### src/rtl/core/laf_pkg.sv
`timescale 1ns / 1ps

package laf_pkg;

    localparam int LINE_LEN_DEF   = 64;
    localparam int FIFO_DEPTH_DEF = 8;

    localparam logic [7:0] CHAR_CR = 8'h0D;
    localparam logic [7:0] CHAR_LF = 8'h0A;

    // Input item kinds.
    localparam logic IN_BYTE = 1'b0;
    localparam logic IN_POP  = 1'b1;

    typedef enum logic [1:0] {
        REPLY_BYTE  = 2'd0,
        REPLY_EMPTY = 2'd1,
        REPLY_DROP  = 2'd2
    } t_reply_kind;

    typedef struct packed {
        logic byte_acc;   // received byte beat accepted
        logic pop_start;  // pop accepted with a line queued
        logic len_rd;     // read the length of the popped line
        logic first_rd;   // load the length, read the first byte
        logic next_rd;    // shown byte taken, read the next one
        logic show;       // a line byte is on the output
    } t_ctl_cmd;

    typedef struct packed {
        logic drop;       // the byte on the input finishes a line that finds the FIFO full
        logic held_zero;  // no line queued
        logic idx_last;   // the byte on the output is the last of its line
    } t_dp_status;

endpackage

### src/rtl/core/laf_ctrl.sv
`timescale 1ns / 1ps

module laf_ctrl import laf_pkg::*; (
    input  logic        i_clk,
    input  logic        i_rst_n,
    input  logic        i_valid,
    input  logic        i_kind,
    input  logic        i_ready,
    input  t_dp_status  i_status,
    output logic        o_ready,
    output logic        o_valid,
    output t_reply_kind o_reply_kind,
    output logic        o_line_last,
    output t_ctl_cmd    o_cmd
);

    typedef enum logic [2:0] {
        ST_IDLE,
        ST_REPLY,
        ST_POP_LEN,
        ST_POP_FIRST,
        ST_POP_SHOW
    } t_state;

    t_state      r_state, n_state;
    t_reply_kind r_reply_kind, n_reply_kind;
    logic        w_in_acc;

    assign o_ready  = (r_state == ST_IDLE);
    assign w_in_acc = o_ready && i_valid;

    always_comb begin
        n_state      = r_state;
        n_reply_kind = r_reply_kind;
        case (r_state)
            ST_IDLE: begin
                if (w_in_acc) begin
                    if (i_kind == IN_POP) begin
                        if (i_status.held_zero) begin
                            n_state      = ST_REPLY;
                            n_reply_kind = REPLY_EMPTY;
                        end else begin
                            n_state = ST_POP_LEN;
                        end
                    end else if (i_status.drop) begin
                        n_state      = ST_REPLY;
                        n_reply_kind = REPLY_DROP;
                    end
                end
            end
            ST_REPLY: begin
                if (i_ready) begin
                    n_state = ST_IDLE;
                end
            end
            ST_POP_LEN:   n_state = ST_POP_FIRST;
            ST_POP_FIRST: n_state = ST_POP_SHOW;
            ST_POP_SHOW: begin
                if (i_ready && i_status.idx_last) begin
                    n_state = ST_IDLE;
                end
            end
            default: n_state = ST_IDLE;
        endcase
    end

    always_ff @(posedge i_clk) begin
        if (!i_rst_n) begin
            r_state      <= ST_IDLE;
            r_reply_kind <= REPLY_EMPTY;
        end else begin
            r_state      <= n_state;
            r_reply_kind <= n_reply_kind;
        end
    end

    assign o_cmd.byte_acc  = w_in_acc && (i_kind == IN_BYTE);
    assign o_cmd.pop_start = w_in_acc && (i_kind == IN_POP) && !i_status.held_zero;
    assign o_cmd.len_rd    = (r_state == ST_POP_LEN);
    assign o_cmd.first_rd  = (r_state == ST_POP_FIRST);
    // The next byte is fetched in the beat where the current one is taken.
    assign o_cmd.next_rd   = (r_state == ST_POP_SHOW) && i_ready && !i_status.idx_last;
    assign o_cmd.show      = (r_state == ST_POP_SHOW);

    assign o_valid      = (r_state == ST_REPLY) || (r_state == ST_POP_SHOW);
    assign o_reply_kind = (r_state == ST_POP_SHOW) ? REPLY_BYTE : r_reply_kind;
    assign o_line_last  = (r_state == ST_REPLY)
                       || ((r_state == ST_POP_SHOW) && i_status.idx_last);

endmodule

### config.mk
export PLATFORM = sky130hd
export DESIGN_NAME = laf_ctrl
export DESIGN_NICKNAME = d
export VERILOG_FILES = /design/src/rtl/core/laf_pkg.sv /design/src/rtl/core/laf_ctrl.sv
export SDC_FILE = /design/constraint.sdc
export NUM_CORES = 1
export LEC_CHECK = 0
export BUFFER_PORTS_ARGS = -buffer_cell sky130_fd_sc_hd__clkbuf_2
export CORE_AREA = 2 2 39 41
export CTS_CLUSTER_SIZE = 16
export DETAILED_ROUTE_END_ITERATION = 10
export DIE_AREA = 0 0 41 43
export PLACE_DENSITY = 0.64
export SLEW_MARGIN = 40
export SYNTH_ARGS = -nofsm -noshare
export SYNTH_HDL_FRONTEND = slang
export SYNTH_SLANG_ARGS = --single-unit
### constraint.sdc
create_clock -name i_clk -period 2 [get_ports i_clk]
set_input_delay 0.4 -clock i_clk [delete_from_list [all_inputs] [get_ports i_clk]]
set_output_delay 0.4 -clock i_clk [all_outputs]
set_load 0.005 [all_outputs]
After elaboration in Yosys (flattened, before gate mapping)
Cells that the tools add are included.
Cells by class
  reduce and logical (&&, ||, !) cells: 16
  eq/ne operators: 9
  bitwise logic cells: 1
  mux-type cells: 11
Operators with widths (number)
  $mux 3: 5
  $pmux 3 s5: 1
  $mux 2: 5
  $logic_and 1x1->1: 8
  $reduce_and 4->1: 2
  $eq 3x2->1 const B: 2
  $ne 2x1->1 const B: 3
  $eq 3x1->1 const B: 1
  $eq 3x3->1 const B: 1
  $logic_not 3->1: 1
  $ne 3x3->1 const B: 1
  $logic_not 1->1: 2
  $logic_or 1x1->1: 2
  $ne 2x2->1 const B: 1
  $reduce_bool 2->1: 1
  $not 1->1: 1
Word-level totals
  logic and storage cells: 39
  output and inout bits: 11
  input bits: 8
  bits in registers: 5

Depth between registers and ports, before layout
  word-level depth: 4
  mapped depth: 4
  gate-level depth less buffers: 3

Worst setup path before layout
OpenSTA, ideal clock, no wires.
  path kind: register -> output
  start point: reg r_state[2]
  end point: out o_cmd[1] (netlist name)
  arrival: 0.937 ns
  cell stages (with the launch flop): 4
  buffers on the path: 1
  path slack: 0.663 ns
  data required time: 1.600 ns
  path through: dfxtp_1 > buf_4 > nor3b_2 > and3b_1
RTL lines
  start: declaration: line laf_ctrl.sv:25  | t_state r_state, n_state;
  start signal: assignment: line laf_ctrl.sv:72  | r_state <= n_state;
  end: declaration: line laf_ctrl.sv:14  | output t_ctl_cmd o_cmd

==> impl_metrics.env <==
export IMPL_rsz0062_at_grt="no"
export IMPL_synth_top_family_by_area="simple AND/OR/NAND/NOR gates"
export IMPL_crit_type="reg -> out"
export IMPL_die_area_sq_um=1760
export IMPL_drc_errors=0
export IMPL_finish_instance_area_sq_um=490
export IMPL_post_route_util_pct=35.4
export IMPL_dr_total_vias=376
export IMPL_fp_dieH_microns=43
export IMPL_top_level_ports=19
export IMPL_synth_area_per_cell_sq_um=8.59
export IMPL_port_buffers=18
export IMPL_power_density_nw_per_um2=662
export IMPL_seq_area_frac_synth_pct=26.5
export IMPL_grt_pass1_vias=315
export IMPL_cts_tree="done"
export IMPL_hpwlAfterDp_microns=646
export IMPL_cts_buffers=3
export IMPL_grt_overflow_total=0
export IMPL_synth_simple_area_share_pct=49.0
export IMPL_cts_htree_levels=1
export IMPL_rrSetupSlack_ps=770
export IMPL_crit_path_end_kind="output pin"
export IMPL_ys_top_cells_by_area="dfxtp_1 26%, nor4b_4 6.3%, a21oi_1 5.3%"
export IMPL_finalClockSkew_ps=3.48
export IMPL_required_ps=1600
export IMPL_core_area_sq_um=1380
export IMPL_synth_adder_area_share_pct=0
export IMPL_syn_instance_count=44
export IMPL_r2r_start="r_state[0]$_SDFFE_PN0P_"
export IMPL_max_cap_violations=0
export IMPL_cts_resized=0
export IMPL_cts_root_buf="clkbuf_4"
export IMPL_setup_violations=0
export IMPL_period_minus_slack_ps=1860
export IMPL_post_cts_buffers=0
export IMPL_fin_crit_sh_pct=93.1
export IMPL_place_area_sq_um=464
export IMPL_min_from="i_rst_n"
export IMPL_grt_pass1_wl_mm=1.25
export IMPL_synth_compound_area_share_pct=16.2
export IMPL_ys_types=27
export IMPL_final_max_slew_viol_count=0
export IMPL_layoutNonFillerInstCount=79
export IMPL_slew_headroom_pct=73.1
export IMPL_fin_nets=72
export IMPL_synth_area_sq_um=378
export IMPL_via_per_inst=4.76
export IMPL_max_freq_mhz=537
export IMPL_arrival_ps=1460
export IMPL_synth_top_area_cell="dfxtp_1"
export IMPL_wl_microns=856
export IMPL_tightest_slew_ps=404
export IMPL_wire_per_inst_microns=10.8
export IMPL_cts_clk_slew_worst_paths_ps=50
export IMPL_p_leak_nw=0.235
export IMPL_ir_worst_vdd_uv=216
export IMPL_dp_cells=75
export IMPL_grt_max_degree=11
export IMPL_drt_initial_drc_count=4
export IMPL_start_util_pct=27.3
export IMPL_cts_hold_buf=0
export IMPL_ant_nets=0
export IMPL_muxShareOfSynthArea_pct=0
export IMPL_crit_fanout=10
export IMPL_status="finished clean"
export IMPL_dr_pass1_iters=4
export IMPL_fp_dieW_microns=41
export IMPL_tns_ps=0
export IMPL_antennaDiodeCount=0
export IMPL_cts_sinks=5
export IMPL_finalHoldViolCount=0
export IMPL_grt_antenna_before_repair=0
export IMPL_placementRows=14
export IMPL_clk_latency_ps=240
export IMPL_min_path_type="in -> reg"
export IMPL_synth_xor_area_share_pct=0
export IMPL_yosysTopAreaCellShare_pct=26.5
export IMPL_crit_start="r_state[2]$_SDFFE_PN0P_"
export IMPL_drive_above_1_share_pct=39.7
export IMPL_yosysWarnings=0
export IMPL_syn2layout_area_growth_pct=29.8
export IMPL_clk_path_buf_depth=2
export IMPL_n_fill_cell=160
export IMPL_synth_nets=52
export IMPL_ys_seq_elements=5
export IMPL_gp_congestion=0.688
export IMPL_grt_use_total_pct=11.0
export IMPL_start_kind="register"
[worst max-delay path, cell delays in order, from the launching register on]
cell	delay [ps]
dfxtp_1	550
nor3b_2	370
and3b_1	200
clkbuf_2	100
[Yosys cell counts]
library cell  count
and3b_1           2
buf_4             1
o21ai_2           1
inv_1             2
buf_2             1
nor3_2            1
a21boi_0          1
nand2_1           3
nor3b_2           1
nand4b_1          1
buf_6             1
nor4bb_1          1
dfxtp_1           5
a21oi_1           4
nor3_1            1
nand3b_1          1
nor2_1            2
nor3b_1           2
or4bb_1           1
nor4b_4           1
a31oi_1           1
a211o_1           1
or3b_1            1
nand2b_1          2
nor2b_1           3
nand3_1           1
o21ai_0           2
[cell usage in the layout, fill, tap and decap left out, drive strengths merged]
cell | Yosys | final
a211o | 1 | 1
a21boi | 1 | 1
a21oi | 4 | 4
a31oi | 1 | 1
and3b | 2 | 2
clkbuf | 0 | 22
dfxtp | 5 | 5
inv | 2 | 2
nand2 | 3 | 3
nand2b | 2 | 2
nand3 | 1 | 1
nand3b | 1 | 1
nand4b | 1 | 1
nor2 | 2 | 2
nor2b | 3 | 3
nor3 | 2 | 2
nor3b | 3 | 3
nor4b | 1 | 1
nor4bb | 1 | 1
o21ai | 3 | 3
or3b | 1 | 1
or4bb | 1 | 1
[worst paths after layout]
| path | endpoint | cells after the start |
|---|---|---|
| max | o_cmd[1] | 3 |
| min | r_reply_kind[0]$_SDFFE_PN1P_ | 2 |
| max reg2reg | r_state[0]$_SDFFE_PN0P_ | 3 |
| min reg2reg | r_reply_kind[0]$_SDFFE_PN1P_ | 2 |
[power by group]
| part | total (mW) | switching, mW | internal (mW) |
|---|---|---|---|
| clock | 0.118 | 0.0427 | 0.0755 |
| combinational | 0.0829 | 0.0364 | 0.0465 |
| sequential | 0.123 | 0.0164 | 0.107 |
| total | 0.325 | 0.0955 | 0.229 |
[final cells by class]
cell class                      count  area [sq um]  area share, %
Clock buffer                        4          26.3           5.36
Timing Repair Buffer               18          90.1           18.4
Inverter                            2          7.51           1.53
Tap cell                           16          20.0           4.08
Sequential cell                     5           100           20.4
Multi-Input combinational cell     34           246           50.3
[metal layers]
metal	vias up	global-route usage [%]	part of all wire [%]
li1	195	-	-
met1	167	11.2	45
met2	12	15.9	45
met3	2	7.85	8.2
met4	0	6.00	1.1
met5	-	0	0
[flip-flops by register name (all words and copies together), names as in the netlist]
name and flops:
r_state 3, r_reply_kind 2
[per-stage QoR]
stage / hold WS, ps / setup slack, ps / power [mW]
4_1_cts: 377 / 129 / 0.331
5_1_grt: 398 / 65.0 / 0.351
2_1_floorplan: 456 / 663 / 0.181
6_report: 381 / 138 / 0.325
3_3_place_gp: 496 / 454 / 0.208
3_5_place_dp: 503 / 403 / 0.209
[kinds of logic after synthesis]
family	Yosys count
buf+inv	5
simple gates	24
compound gates	10
flops	5
Power figures use the tool's default switching activity.
